--- config.mk ---
export PLATFORM = sky130hd
export DESIGN_NAME = spsk_back_flat
export DESIGN_NICKNAME = d
export VERILOG_FILES = /design/src/spsk_pkg.sv /design/src/spsk_stream_if.sv /design/src/spsk_back.sv /design/src/flat_wrapper.sv
export VERILOG_INCLUDE_DIRS = /design/src /design/src/src
export SDC_FILE = /design/constraint.sdc
export NUM_CORES = 1
export LEC_CHECK = 0
export ABC_AREA = 1
export BUFFER_PORTS_ARGS = -buffer_cell sky130_fd_sc_hd__buf_2
export CELL_PAD_IN_SITES_DETAIL_PLACEMENT = 0
export CELL_PAD_IN_SITES_GLOBAL_PLACEMENT = 2
export CORE_MARGIN = 1
export CORE_UTILIZATION = 39
export CTS_BUF_LIST = sky130_fd_sc_hd__clkbuf_4
export CTS_CLUSTER_SIZE = 10
export DETAILED_ROUTE_END_ITERATION = 10
export GPL_ROUTABILITY_DRIVEN = 0
export MAX_ROUTING_LAYER = met4
export PLACE_DENSITY_LB_ADDON = 0.25
export SLEW_MARGIN = 30
export SYNTH_ARGS = -nofsm -noshare
export SYNTH_HDL_FRONTEND = slang
export SYNTH_SLANG_ARGS = --single-unit
--- constraint.sdc ---
create_clock -name clk -period 15.7 [get_ports clk]
set_input_delay 3.14 -clock clk [delete_from_list [all_inputs] [get_ports clk]]
set_output_delay 3.14 -clock clk [all_outputs]
set_load 0.03 [all_outputs]
--- src/signal_peak_seek_unit_macros.svh ---
// Assertion macros for the signal peak seek RTL.
`ifndef SIGNAL_PEAK_SEEK_UNIT_MACROS_SVH
`define SIGNAL_PEAK_SEEK_UNIT_MACROS_SVH

// Same-cycle implication, sampled on clk, off while rst_n is low.
`define SPSK_ASSERT_NOW(lbl, ante, cons, msg) \
  lbl: assert property (@(posedge clk) disable iff (!rst_n) (ante) |-> (cons)) \
    else $error(msg);

// Next-cycle implication, sampled on clk, off while rst_n is low.
`define SPSK_ASSERT_NEXT(lbl, ante, cons, msg) \
  lbl: assert property (@(posedge clk) disable iff (!rst_n) (ante) |=> (cons)) \
    else $error(msg);

`endif

--- src/spsk_pkg.sv ---
// Package: shared types, codes and constants of the signal peak seek unit.
`default_nettype none
package spsk_pkg;

  localparam int unsigned SPSK_READS_PER_STEP = 128;

  localparam int unsigned FREQ_W  = 11;
  localparam int unsigned LEVEL_W = 10;
  localparam int unsigned CFG_W   = 11;
  localparam int unsigned CFG_AW  = 2;

  // configuration register indexes
  localparam logic [CFG_AW-1:0] CFG_NOISE_THR = 2'd0;
  localparam logic [CFG_AW-1:0] CFG_PEAK_THR  = 2'd1;
  localparam logic [CFG_AW-1:0] CFG_FREQ_LOW  = 2'd2;
  localparam logic [CFG_AW-1:0] CFG_FREQ_HIGH = 2'd3;

  localparam logic [LEVEL_W-1:0] NOISE_THR_RST = 10'd20;
  localparam logic [LEVEL_W-1:0] PEAK_THR_RST  = 10'd200;
  localparam logic [FREQ_W-1:0]  FREQ_LOW_RST  = 11'd530;
  localparam logic [FREQ_W-1:0]  FREQ_HIGH_RST = 11'd1700;

  // item mode codes
  localparam logic MODE_START  = 1'b0;
  localparam logic MODE_SAMPLE = 1'b1;

  typedef struct packed {
    logic               mode;
    logic [FREQ_W-1:0]  start_freq;
    logic               seek_up;
    logic [LEVEL_W-1:0] level;
  } in_item_t;

  typedef struct packed {
    logic [FREQ_W-1:0] tune_freq;
    logic              done_res;
    logic              found;
  } out_item_t;

  // classified command held in the queue between front and back
  typedef struct packed {
    logic               is_start;
    logic [FREQ_W-1:0]  start_freq;
    logic               seek_up;
    logic [LEVEL_W-1:0] level;
  } cmd_t;

  typedef struct packed {
    logic valid;
    cmd_t cmd;
  } queue_head_t;

  typedef enum logic [2:0] {
    PH_IDLE   = 3'b001,
    PH_FIRST  = 3'b010,
    PH_GATHER = 3'b100
  } phase_t;

  typedef enum logic [2:0] {
    SS_BEGINNING = 3'b001,
    SS_RISING    = 3'b010,
    SS_FALLING   = 3'b100
  } seek_state_t;

  // True while the next step still lies strictly inside the bounds.
  function automatic logic freq_in_range(input logic [FREQ_W-1:0] f,
                                         input logic up,
                                         input logic [FREQ_W-1:0] low,
                                         input logic [FREQ_W-1:0] high);
    logic [FREQ_W:0] f_ext;
    f_ext = {1'b0, f};
    if (up) begin
      freq_in_range = (f_ext + (FREQ_W+1)'(1)) < {1'b0, high};
    end else begin
      freq_in_range = f_ext > ({1'b0, low} + (FREQ_W+1)'(1));
    end
  endfunction

endpackage
`default_nettype wire

--- src/spsk_stream_if.sv ---
// Interface: valid/ready stream channel carrying one payload per transaction.
`default_nettype none
interface spsk_stream_if #(
  parameter type payload_t = logic
);
  logic     valid;
  logic     ready;
  payload_t data;

  modport source (output valid, output data, input ready);
  modport sink   (input valid, input data, output ready);
endinterface
`default_nettype wire

--- src/spsk_back.sv ---
// Back end: seek engine with group max, rise/fall tracking and result register.
`default_nettype none
`include "signal_peak_seek_unit_macros.svh"
module spsk_back #(
  parameter int unsigned READS_PER_STEP = spsk_pkg::SPSK_READS_PER_STEP
) (
  input  wire logic                         clk,
  input  wire logic                         rst_n,
  input  wire logic                         cfg_wr_en,
  input  wire logic [spsk_pkg::CFG_AW-1:0]  cfg_addr,
  input  wire logic [spsk_pkg::CFG_W-1:0]   cfg_wdata,
  input  wire spsk_pkg::queue_head_t        head,
  output logic                              head_pop,
  spsk_stream_if.source                     out_if
);
  import spsk_pkg::*;

  localparam int unsigned CW = $clog2(READS_PER_STEP + 1);
  localparam logic [CW-1:0] LAST_READ = CW'(READS_PER_STEP);

  // configuration
  logic [LEVEL_W-1:0] noise_thr_r, peak_thr_r;
  logic [FREQ_W-1:0]  freq_low_r, freq_high_r;

  // seek state
  phase_t             phase_r, phase_nxt;
  seek_state_t        seek_r, seek_nxt;
  logic               dir_up_r, dir_up_nxt;
  logic [FREQ_W-1:0]  cur_freq_r, cur_freq_nxt;
  logic [FREQ_W-1:0]  peak_freq_r, peak_freq_nxt;
  logic [LEVEL_W-1:0] prev_lvl_r, prev_lvl_nxt;
  logic [LEVEL_W-1:0] knee_lvl_r, knee_lvl_nxt;
  logic [LEVEL_W-1:0] peak_lvl_r, peak_lvl_nxt;
  logic [LEVEL_W-1:0] run_max_r, run_max_nxt;
  logic [CW-1:0]      read_cnt_r, read_cnt_nxt;

  // result register
  logic      out_valid_r, out_valid_nxt;
  out_item_t out_data_r, out_data_nxt;

  logic               emit;
  logic               accepted;
  logic [LEVEL_W-1:0] grp_max;
  logic [LEVEL_W:0]   prev_plus_noise, grp_plus_noise;
  logic [LEVEL_W:0]   grp_plus_peak, knee_plus_peak;
  logic [FREQ_W-1:0]  stepped_freq;

  assign head_pop = head.valid && (!out_valid_r || out_if.ready);

  assign grp_max = ((read_cnt_r == '0) || (head.cmd.level > run_max_r)) ?
                   head.cmd.level : run_max_r;
  assign prev_plus_noise = {1'b0, prev_lvl_r} + {1'b0, noise_thr_r};
  assign grp_plus_noise  = {1'b0, grp_max} + {1'b0, noise_thr_r};
  assign grp_plus_peak   = {1'b0, grp_max} + {1'b0, peak_thr_r};
  assign knee_plus_peak  = {1'b0, knee_lvl_r} + {1'b0, peak_thr_r};
  assign stepped_freq    = dir_up_r ? (cur_freq_r + FREQ_W'(1)) :
                                      (cur_freq_r - FREQ_W'(1));

  always_comb begin
    phase_nxt     = phase_r;
    seek_nxt      = seek_r;
    dir_up_nxt    = dir_up_r;
    cur_freq_nxt  = cur_freq_r;
    peak_freq_nxt = peak_freq_r;
    prev_lvl_nxt  = prev_lvl_r;
    knee_lvl_nxt  = knee_lvl_r;
    peak_lvl_nxt  = peak_lvl_r;
    run_max_nxt   = run_max_r;
    read_cnt_nxt  = read_cnt_r;
    emit          = 1'b0;
    accepted      = 1'b0;
    out_data_nxt  = out_data_r;

    if (head_pop) begin
      if (head.cmd.is_start) begin
        cur_freq_nxt  = head.cmd.start_freq;
        dir_up_nxt    = head.cmd.seek_up;
        seek_nxt      = SS_BEGINNING;
        peak_freq_nxt = '0;
        prev_lvl_nxt  = '0;
        knee_lvl_nxt  = '0;
        peak_lvl_nxt  = '0;
        run_max_nxt   = '0;
        read_cnt_nxt  = '0;
        if (freq_in_range(head.cmd.start_freq, head.cmd.seek_up,
                          freq_low_r, freq_high_r)) begin
          phase_nxt = PH_FIRST;
        end else begin
          phase_nxt              = PH_IDLE;
          emit                   = 1'b1;
          out_data_nxt.tune_freq = head.cmd.start_freq;
          out_data_nxt.done_res  = 1'b1;
          out_data_nxt.found     = 1'b0;
        end
      end else begin
        case (phase_r)
          PH_IDLE: begin
            // drop samples while no seek runs
          end
          PH_FIRST: begin
            prev_lvl_nxt = head.cmd.level;
            read_cnt_nxt = '0;
            phase_nxt    = PH_GATHER;
          end
          PH_GATHER: begin
            run_max_nxt = grp_max;
            if (read_cnt_r != LAST_READ) begin
              read_cnt_nxt = read_cnt_r + CW'(1);
            end else begin
              read_cnt_nxt = '0;
              prev_lvl_nxt = grp_max;
              case (seek_r)
                SS_BEGINNING: begin
                  if ({1'b0, grp_max} > prev_plus_noise) begin
                    seek_nxt     = SS_RISING;
                    knee_lvl_nxt = grp_max;
                  end
                end
                SS_RISING: begin
                  if ({1'b0, prev_lvl_r} > grp_plus_noise) begin
                    seek_nxt      = SS_FALLING;
                    peak_lvl_nxt  = grp_max;
                    peak_freq_nxt = cur_freq_r;
                  end
                end
                SS_FALLING: begin
                  if ({1'b0, grp_max} > prev_plus_noise) begin
                    seek_nxt      = SS_RISING;
                    peak_lvl_nxt  = grp_max;
                    peak_freq_nxt = cur_freq_r;
                  end else if (({1'b0, peak_lvl_r} > grp_plus_peak) &&
                               ({1'b0, peak_lvl_r} > knee_plus_peak)) begin
                    accepted = 1'b1;
                  end
                end
                default: begin
                  seek_nxt = SS_BEGINNING;
                end
              endcase

              emit = 1'b1;
              if (accepted) begin
                phase_nxt              = PH_IDLE;
                out_data_nxt.tune_freq = peak_freq_r;
                out_data_nxt.done_res  = 1'b1;
                out_data_nxt.found     = 1'b1;
              end else begin
                cur_freq_nxt           = stepped_freq;
                out_data_nxt.tune_freq = stepped_freq;
                out_data_nxt.found     = 1'b0;
                if (freq_in_range(stepped_freq, dir_up_r, freq_low_r, freq_high_r)) begin
                  out_data_nxt.done_res = 1'b0;
                end else begin
                  phase_nxt             = PH_IDLE;
                  out_data_nxt.done_res = 1'b1;
                end
              end
            end
          end
          default: begin
            phase_nxt = PH_IDLE;
          end
        endcase
      end
    end

    if (emit) begin
      out_valid_nxt = 1'b1;
    end else if (out_if.ready) begin
      out_valid_nxt = 1'b0;
    end else begin
      out_valid_nxt = out_valid_r;
    end
  end

  assign out_if.valid = out_valid_r;
  assign out_if.data  = out_data_r;

  always_ff @(posedge clk) begin
    if (!rst_n) begin
      noise_thr_r <= NOISE_THR_RST;
      peak_thr_r  <= PEAK_THR_RST;
      freq_low_r  <= FREQ_LOW_RST;
      freq_high_r <= FREQ_HIGH_RST;
    end else if (cfg_wr_en) begin
      case (cfg_addr)
        CFG_NOISE_THR: noise_thr_r <= cfg_wdata[LEVEL_W-1:0];
        CFG_PEAK_THR:  peak_thr_r  <= cfg_wdata[LEVEL_W-1:0];
        CFG_FREQ_LOW:  freq_low_r  <= cfg_wdata[FREQ_W-1:0];
        CFG_FREQ_HIGH: freq_high_r <= cfg_wdata[FREQ_W-1:0];
        default: begin
        end
      endcase
    end
  end

  always_ff @(posedge clk) begin
    if (!rst_n) begin
      phase_r     <= PH_IDLE;
      seek_r      <= SS_BEGINNING;
      dir_up_r    <= 1'b0;
      cur_freq_r  <= '0;
      peak_freq_r <= '0;
      prev_lvl_r  <= '0;
      knee_lvl_r  <= '0;
      peak_lvl_r  <= '0;
      run_max_r   <= '0;
      read_cnt_r  <= '0;
      out_valid_r <= 1'b0;
    end else begin
      phase_r     <= phase_nxt;
      seek_r      <= seek_nxt;
      dir_up_r    <= dir_up_nxt;
      cur_freq_r  <= cur_freq_nxt;
      peak_freq_r <= peak_freq_nxt;
      prev_lvl_r  <= prev_lvl_nxt;
      knee_lvl_r  <= knee_lvl_nxt;
      peak_lvl_r  <= peak_lvl_nxt;
      run_max_r   <= run_max_nxt;
      read_cnt_r  <= read_cnt_nxt;
      out_valid_r <= out_valid_nxt;
    end
  end

  always_ff @(posedge clk) begin
    out_data_r <= out_data_nxt;
  end

  `SPSK_ASSERT_NOW(a_found_ends_seek, out_valid_r && out_data_r.found, out_data_r.done_res, "found result without done")
  `SPSK_ASSERT_NEXT(a_done_goes_idle, emit && out_data_nxt.done_res, phase_r == PH_IDLE, "seek ended but phase not idle")
  `SPSK_ASSERT_NOW(a_count_bound, phase_r == PH_GATHER, read_cnt_r <= LAST_READ, "read count past group end")
  `SPSK_ASSERT_NOW(a_emit_slot_free, emit, head_pop && (!out_valid_r || out_if.ready), "result overwrites a pending one")

endmodule
`default_nettype wire

--- src/flat_wrapper.sv ---
// flat-port wrapper written by rule: the top's interface ports become plain ports
module spsk_back_flat import spsk_pkg::*;
#(
  parameter int unsigned READS_PER_STEP = spsk_pkg::SPSK_READS_PER_STEP
)
  (clk, rst_n, cfg_wr_en, cfg_addr, cfg_wdata, head, head_pop, out_if_valid, out_if_data, out_if_ready);
  spsk_stream_if out_if_i ();
  input  wire logic clk;
  input  wire logic rst_n;
  input  wire logic cfg_wr_en;
  input  wire logic [spsk_pkg::CFG_AW-1:0] cfg_addr;
  input  wire logic [spsk_pkg::CFG_W-1:0] cfg_wdata;
  input  wire spsk_pkg::queue_head_t head;
  output logic head_pop;
  output wire logic [$bits(out_if_i.valid)-1:0] out_if_valid;
  output wire logic [$bits(out_if_i.data)-1:0] out_if_data;
  input wire logic [$bits(out_if_i.ready)-1:0] out_if_ready;
  assign out_if_valid = out_if_i.valid;
  assign out_if_data = out_if_i.data;
  assign out_if_i.ready = out_if_ready;
  spsk_back #(.READS_PER_STEP(READS_PER_STEP)) u_core (.clk(clk), .rst_n(rst_n), .cfg_wr_en(cfg_wr_en), .cfg_addr(cfg_addr), .cfg_wdata(cfg_wdata), .head(head), .head_pop(head_pop), .out_if(out_if_i));
endmodule
; Word-level counts from Yosys, hierarchy flattened
; Cells that the tools add are included.
[word_totals]
reg_bits = 110
latch_bits = 0
output_inout_bits = 3
mem_bits_rw = 0
input_bits = 41
romBits = 0
memories = 0
[classes]
n_reduce_logical = 28
n_eq_ne = 19
mux = 64
order_cmp = 9
addsub = 10
mul = 0
n_bitwise = 0
n_div = 0
n_shift = 0
[op_table]
columns = cell, count
row1 = 2-to-1 mux 10 bit, 14
row2 = 2-to-1 mux 11 bit, 5
row3 = adder 10 x 10 -> 11 bit, 4
row4 = > comparator 10 x 11 -> 1 bit, 4
row5 = case mux 10 bit (2 select lines), 2
row6 = adder 11 x 1 -> 12 bit (second input constant), 3
row7 = 2-to-1 mux 1 bit, 28
row8 = 2-to-1 mux 3 bit, 9
row9 = > comparator 11 x 12 -> 1 bit, 2
row10 = < comparator 12 x 11 -> 1 bit, 2
row11 = 2-to-1 mux 8 bit, 2
row12 = case mux 8 bit (2 select lines), 1
row13 = AND reduction 2 bit, 7
row14 = AND reduction 4 bit, 3
row15 = adder 11 x 1 -> 11 bit (second input constant), 1
row16 = subtractor 11 x 1 -> 11 bit (second input constant), 1
row17 = > comparator 10 bit, 1
row18 = AND reduction 5 bit, 2
row19 = case mux 3 bit (3 select lines), 1
row20 = adder 8 x 1 -> 8 bit (second input constant), 1
row21 = zero test 8 bit, 1
row22 = != test 2 bit (second input constant), 4
row23 = != test 8 bit (second input constant), 1
row24 = nonzero test 2 bit, 4
row25 = other kinds (19), 27

; Logic depth before layout (Yosys ltp)
[depth]
word_depth = 23
mapped_depth = 34

; Least setup slack after synthesis
; Ideal clock, no wire load.
[synth_path]
path_kind = input to register
startpoint = input head[9] in the netlist's numbering
endpoint = register u_core.cur_freq_r[2]
arrival_ns = 7.112
cell_stages = 33
path_slack_ns = 8.517
required_time_ns = 15.629
n_path_buf = 2
cell_sequence = ha_1 > nand4_1 > nor3_1 > o21ai_0 > o211ai_1 > nand2_2 > nand2_1 > buf_4 > nand2_1 > o21ai_0 > inv_1 > ha_1 > a21o_1 > a31oi_1 > o21ai_0 > a21oi_1 > nor2_1 > nor2_1 > xor2_1 > ha_1 > nand2_1 > nor2_1 > nand3_1 > nor3_1 > nand4_1 > nand3_1 > nor2_1 > nand2_1 > nand2_1 > inv_1 > buf_2 > nand2_1 > a21oi_1
[synth_via]
elab_chain_cells = 15
word_cells_on_any_way = 16
[synth_lines]
columns = item, line
row1 = start: declaration, flat_wrapper.sv:13  ; input wire spsk_pkg::queue_head_t head;
row2 = > comparator 10 bit, spsk_back.sv:50  ; assign grp_max = ((read_cnt_r == '0) || (head.cmd.level > run_max_r)) ?
row3 = logical OR 1 bit, spsk_back.sv:50
row4 = 2-to-1 mux 10 bit (*), spsk_back.sv:50
row5 = adder 10 x 10 -> 11 bit, spsk_back.sv:54  ; assign grp_plus_peak = {1'b0, grp_max} + {1'b0, peak_thr_r};
row6 = > comparator 10 x 11 -> 1 bit, spsk_back.sv:131  ; end else if (({1'b0, peak_lvl_r} > grp_plus_peak) &&
row7 = logical AND 1 bit, spsk_back.sv:131
row8 = 2-to-1 mux 1 bit, spsk_back.sv:131
row9 = 2-to-1 mux 1 bit (*), spsk_back.sv:127  ; if ({1'b0, grp_max} > prev_plus_noise) begin
row10 = 2-to-1 mux 1 bit (*), spsk_back.sv:112  ; case (seek_r)
row11 = 2-to-1 mux 1 bit (*), spsk_back.sv:107  ; if (read_cnt_r != LAST_READ) begin
row12 = 2-to-1 mux 1 bit (*), spsk_back.sv:96  ; case (phase_r)
row13 = 2-to-1 mux 1 bit (*), spsk_back.sv:75  ; if (head.cmd.is_start) begin
row14 = 2-to-1 mux 1 bit (*), spsk_back.sv:74  ; if (head_pop) begin
row15 = != test 2 bit (no source line) (*), --
row16 = AND reduction 4 bit (no source line) (*), --
row17 = end signal: assignment, spsk_back.sv:214  ; cur_freq_r <= cur_freq_nxt;
row18 = end: declaration, spsk_back.sv:29  ; logic [FREQ_W-1:0] cur_freq_r, cur_freq_nxt;
; Mark *: on every way between the ends. The rest lies on a longest branch, timed or not. The select of a mux whose other input is x is not followed.
; A chain may end at the register's enable or synchronous reset.

; Final worst setup path
[layout_path]
startpoint = input head[7] in the netlist's numbering
endpoint = register u_core.cur_freq_r[5]
; Same word-level chain as after synthesis.

==> results by group <==
Finish
  • Total Nets Final: around 1700
  • Fillcell total: ~2600
  • Multi-input logic area: ~0.0065 mm²
  • Layout cells sized above 1: 0.0546
  • Post-layout util: 0.431
  • Area Growth Syn to Fin: 7.01%
  • Storage element area: roughly 0.0022 mm²

Synth
  • Async S/R FF share, synth: 0
  • Simple-gate share of the synthesized area: 0.267
  • Synthesized netlist cell count: between 1000 and 1500
  • Synth top area share: 0.228
  • Synthesized net count: between 1500 and 2000
  • Synth top area cells: dfxtp_1 23%, ha_1 19%, nand2_1 13%
  • Yosys cell types: between 40 and 50
  • Synth Flop Type: dfxtp_1
  • Multiplexer share of the synthesized area: 0
  • Post-synthesis xor/xnor area fraction: 0.0521
  • Syn avg cell area: 6.69 µm²
  • Synth Area in Adders: 0.203
  • Cell with the most instances after synthesis: nand2_1
  • Post-synth EDFFs: 1
  • Cell Area, Synth: 0.00956 mm²
  • Synth Area in Compound Gates: 0.161
  • Synthesized flop and latch total: between 100 and 150
  • Most instantiated cells after synthesis: 322 x nand2_1, 181 x inv_1, 157 x a21oi_1, 148 x nor2_1, 147 x ha_1
  • Seq/Total Area, Yosys: 0.231
  • Synth warn: 0
  • Leading area contributor after synthesis: dfxtp_1
  • Largest family of logic cells by synthesized area: simple AND/OR/NAND/NOR gates

Drt
  • Via density: 5.05
  • Pre-antenna DRT Iters: 7
  • Iter 0 DRT Violations: roughly 510
  • Post-detailed-route count of antenna-violating nets: 0
  • DR DRC count: 0
  • Total Wirelength: between 20 and 30 mm
  • Via Count: around 9000
  • Avg WL per Cell: approximately 16 µm

Setup path
  • WP data required: between 15 and 20 ns
  • Max stage delay on crit path: 0.49 ns
  • CP max FO: 13
  • Worst setup SP type: primary input
  • WS Path Type: in2reg
  • Critical Path End Type: flip-flop
  • Worst R2R Setup Slack: 9.97 ns
  • Max stage delay cell, worst path: o21ai_0
  • CP arrival: between 8 and 9 ns
  • Crit-path most repeated cell: nor2_1

Clock tree
  • Clock root buffer: clkbuf_4
  • Clock sinks: between 100 and 150
  • H-tree Lvls: 3
  • CTS resizes: 0
  • CTS tree: done
  • CTS Buf Count: 9
  • Worst skew pair latency: 0.52 ns
  • CTS clk-pin slew, worst paths: ~0.22 ns
  • Max clock buf depth: 2
  • Post-CTS Setup Bufs: 0
  • Post-CTS Hold Buffers: 0

Timing
  • Post-route setup TNS: 0 ns
  • Worst slew margin: 0.374
  • Pins Over Slew Limit: 0
  • Slew @ Worst Pin: just over 0.9 ns
  • Endpoints failing setup: 0
  • RSZ-0062 raised after global routing: false
  • Fin Clk Skew: slightly above 0.05 ns
  • Final Hold Vio Count: 0
  • Min Tclk post-route: 8.03 ns
  • Final Cycle Share: 0.512
  • Fmax: ~120 MHz

Placed design
  • Post-DP HPWL: 24.1 mm
  • PortBufs: 43

Floorplanning
  • Core area: 0.0238 mm²
  • Die Area: ~0.025 mm²
  • Initial Utilization: 0.403
  • Std cell rows: 56
  • Chip Width: between 150 and 200 µm
  • Ports: 44
  • Die Height: about 160 µm

GRT
  • GR Overflow Total: 0
  • First-pass GRT wire length: roughly 46 mm
  • Overall global routing resource usage: 0.251
  • Initial antenna violation count: 1
  • Vias in the first global route: between 8000 and 9000
  • Pin count of the biggest net entering global routing: 70

Worst hold path
  • Worst min-delay path class: reg2reg

Pwr
  • Power Dens Cells: approximately 76 mW/mm²
  • Pleak: a little over 5 nW
  • Peak VDD IR: between 0.05 and 0.06 mV

Status
  • Status: finished clean

Flow run
  • Max-Cap Viols: 0
==> final timing paths <==
check,to,from,depth (start not counted)
setup / recovery,u_core.cur_freq_r[5]$_SDFFE_PN0P_,head[7],31
hold reg to reg,u_core.run_max_r[3]$_SDFFE_PN0P_,u_core.run_max_r[3]$_SDFFE_PN0P_,2
setup reg to reg,u_core.cur_freq_r[5]$_SDFFE_PN0P_,u_core.run_max_r[7]$_SDFFE_PN0P_,31
hold / removal,u_core.run_max_r[3]$_SDFFE_PN0P_,u_core.run_max_r[3]$_SDFFE_PN0P_,2
==> cells in the final DEF, fill, tap and decap left out, types with 4 or more instances in the layout <==
cell / instances
fa_1: 5
ha_1: 147
or2_0: 4
buf_4: 5
dfxtp_1: 109
o21a_1: 7
nand3_1: 77
clkinv_1: 4
xnor2_1: 22
nor3_1: 16
inv_1: 181
nand3b_1: 6
nand2_1: 322
nor2_1: 148
a21o_1: 6
nor3b_1: 4
o211ai_1: 5
and2_1: 4
buf_2: 43
xor2_1: 33
o21ai_0: 90
a31oi_1: 5
nand4_1: 18
a21oi_1: 157
clkbuf_4: 9
==> worst max-delay path, delay by kind of cell <==
family,cells,cell delay (ns)
xor gates and xnor gates,1,0.08
adders and majority gates,3,0.83
buffers and inverters,3,0.70
and+or+nand+nor,14,1.75
AOI/OAI and AO/OA,10,2.02
==> area by class of cell <==
| cell class | instances | area share |
|---|---|---|
| antenna | 1 | 0.000245 |
| clock buffer | 9 | 0.00660 |
| clock inverter | 7 | 0.00660 |
| inverter | 187 | 0.0686 |
| multi-input combinational | 1104 | 0.638 |
| sequential | 110 | 0.216 |
| tap | 319 | 0.0390 |
| timing repair buffer | 48 | 0.0247 |
==> metal layers <==
metal / track usage / share of wire / vias up
met5: - / 0 / -
li1: - / - / 4772
met2: 0.443 / 0.49 / 149
met3: 0.0215 / 0.028 / 19
met4: 0.0568 / 0.014 / 0
met1: 0.310 / 0.47 / 4076
==> where the power goes <==
part | internal [mW] | switching, mW | leakage [nW]
Sequential | 0.294 | 0.0157 | 0.899
Clock | 0.0362 | 0.112 | 0.0704
Combinational | 0.118 | 0.206 | 4.08
==> per-stage QoR <==
stage	instance area, µm²	worst slack [ns]	cells	total power [mW]	hold WS, ns
floorplan	9560	8.52	1430	0.548	0.439
finish	10200	7.67	1785	0.782	0.488
global route	10200	7.19	1785	0.850	0.513
CTS	10200	7.75	1784	0.789	0.484
detailed placement	10100	7.19	1768	0.640	0.460
global placement	10100	7.37	1768	0.637	0.453
==> logic make-up after synthesis <==
group / count (synthesis)
AND/OR/NAND/NOR: 611
AO/OA/AOI/OAI: 285
buffers and inverters: 216
adder cells (fa/ha/maj): 152
flip-flops: 110
XOR/XNOR: 56
==> state kept, by name (all words and copies together) (netlist names), 10 cells and up <==
register / count
u_core.cur_freq_r: 11
u_core.freq_high_r: 11
u_core.freq_low_r: 11
u_core.knee_lvl_r: 10
u_core.noise_thr_r: 10
u_core.peak_lvl_r: 10
u_core.peak_thr_r: 10
u_core.prev_lvl_r: 10
u_core.run_max_r: 10
(Power assumes the default switching activity.)
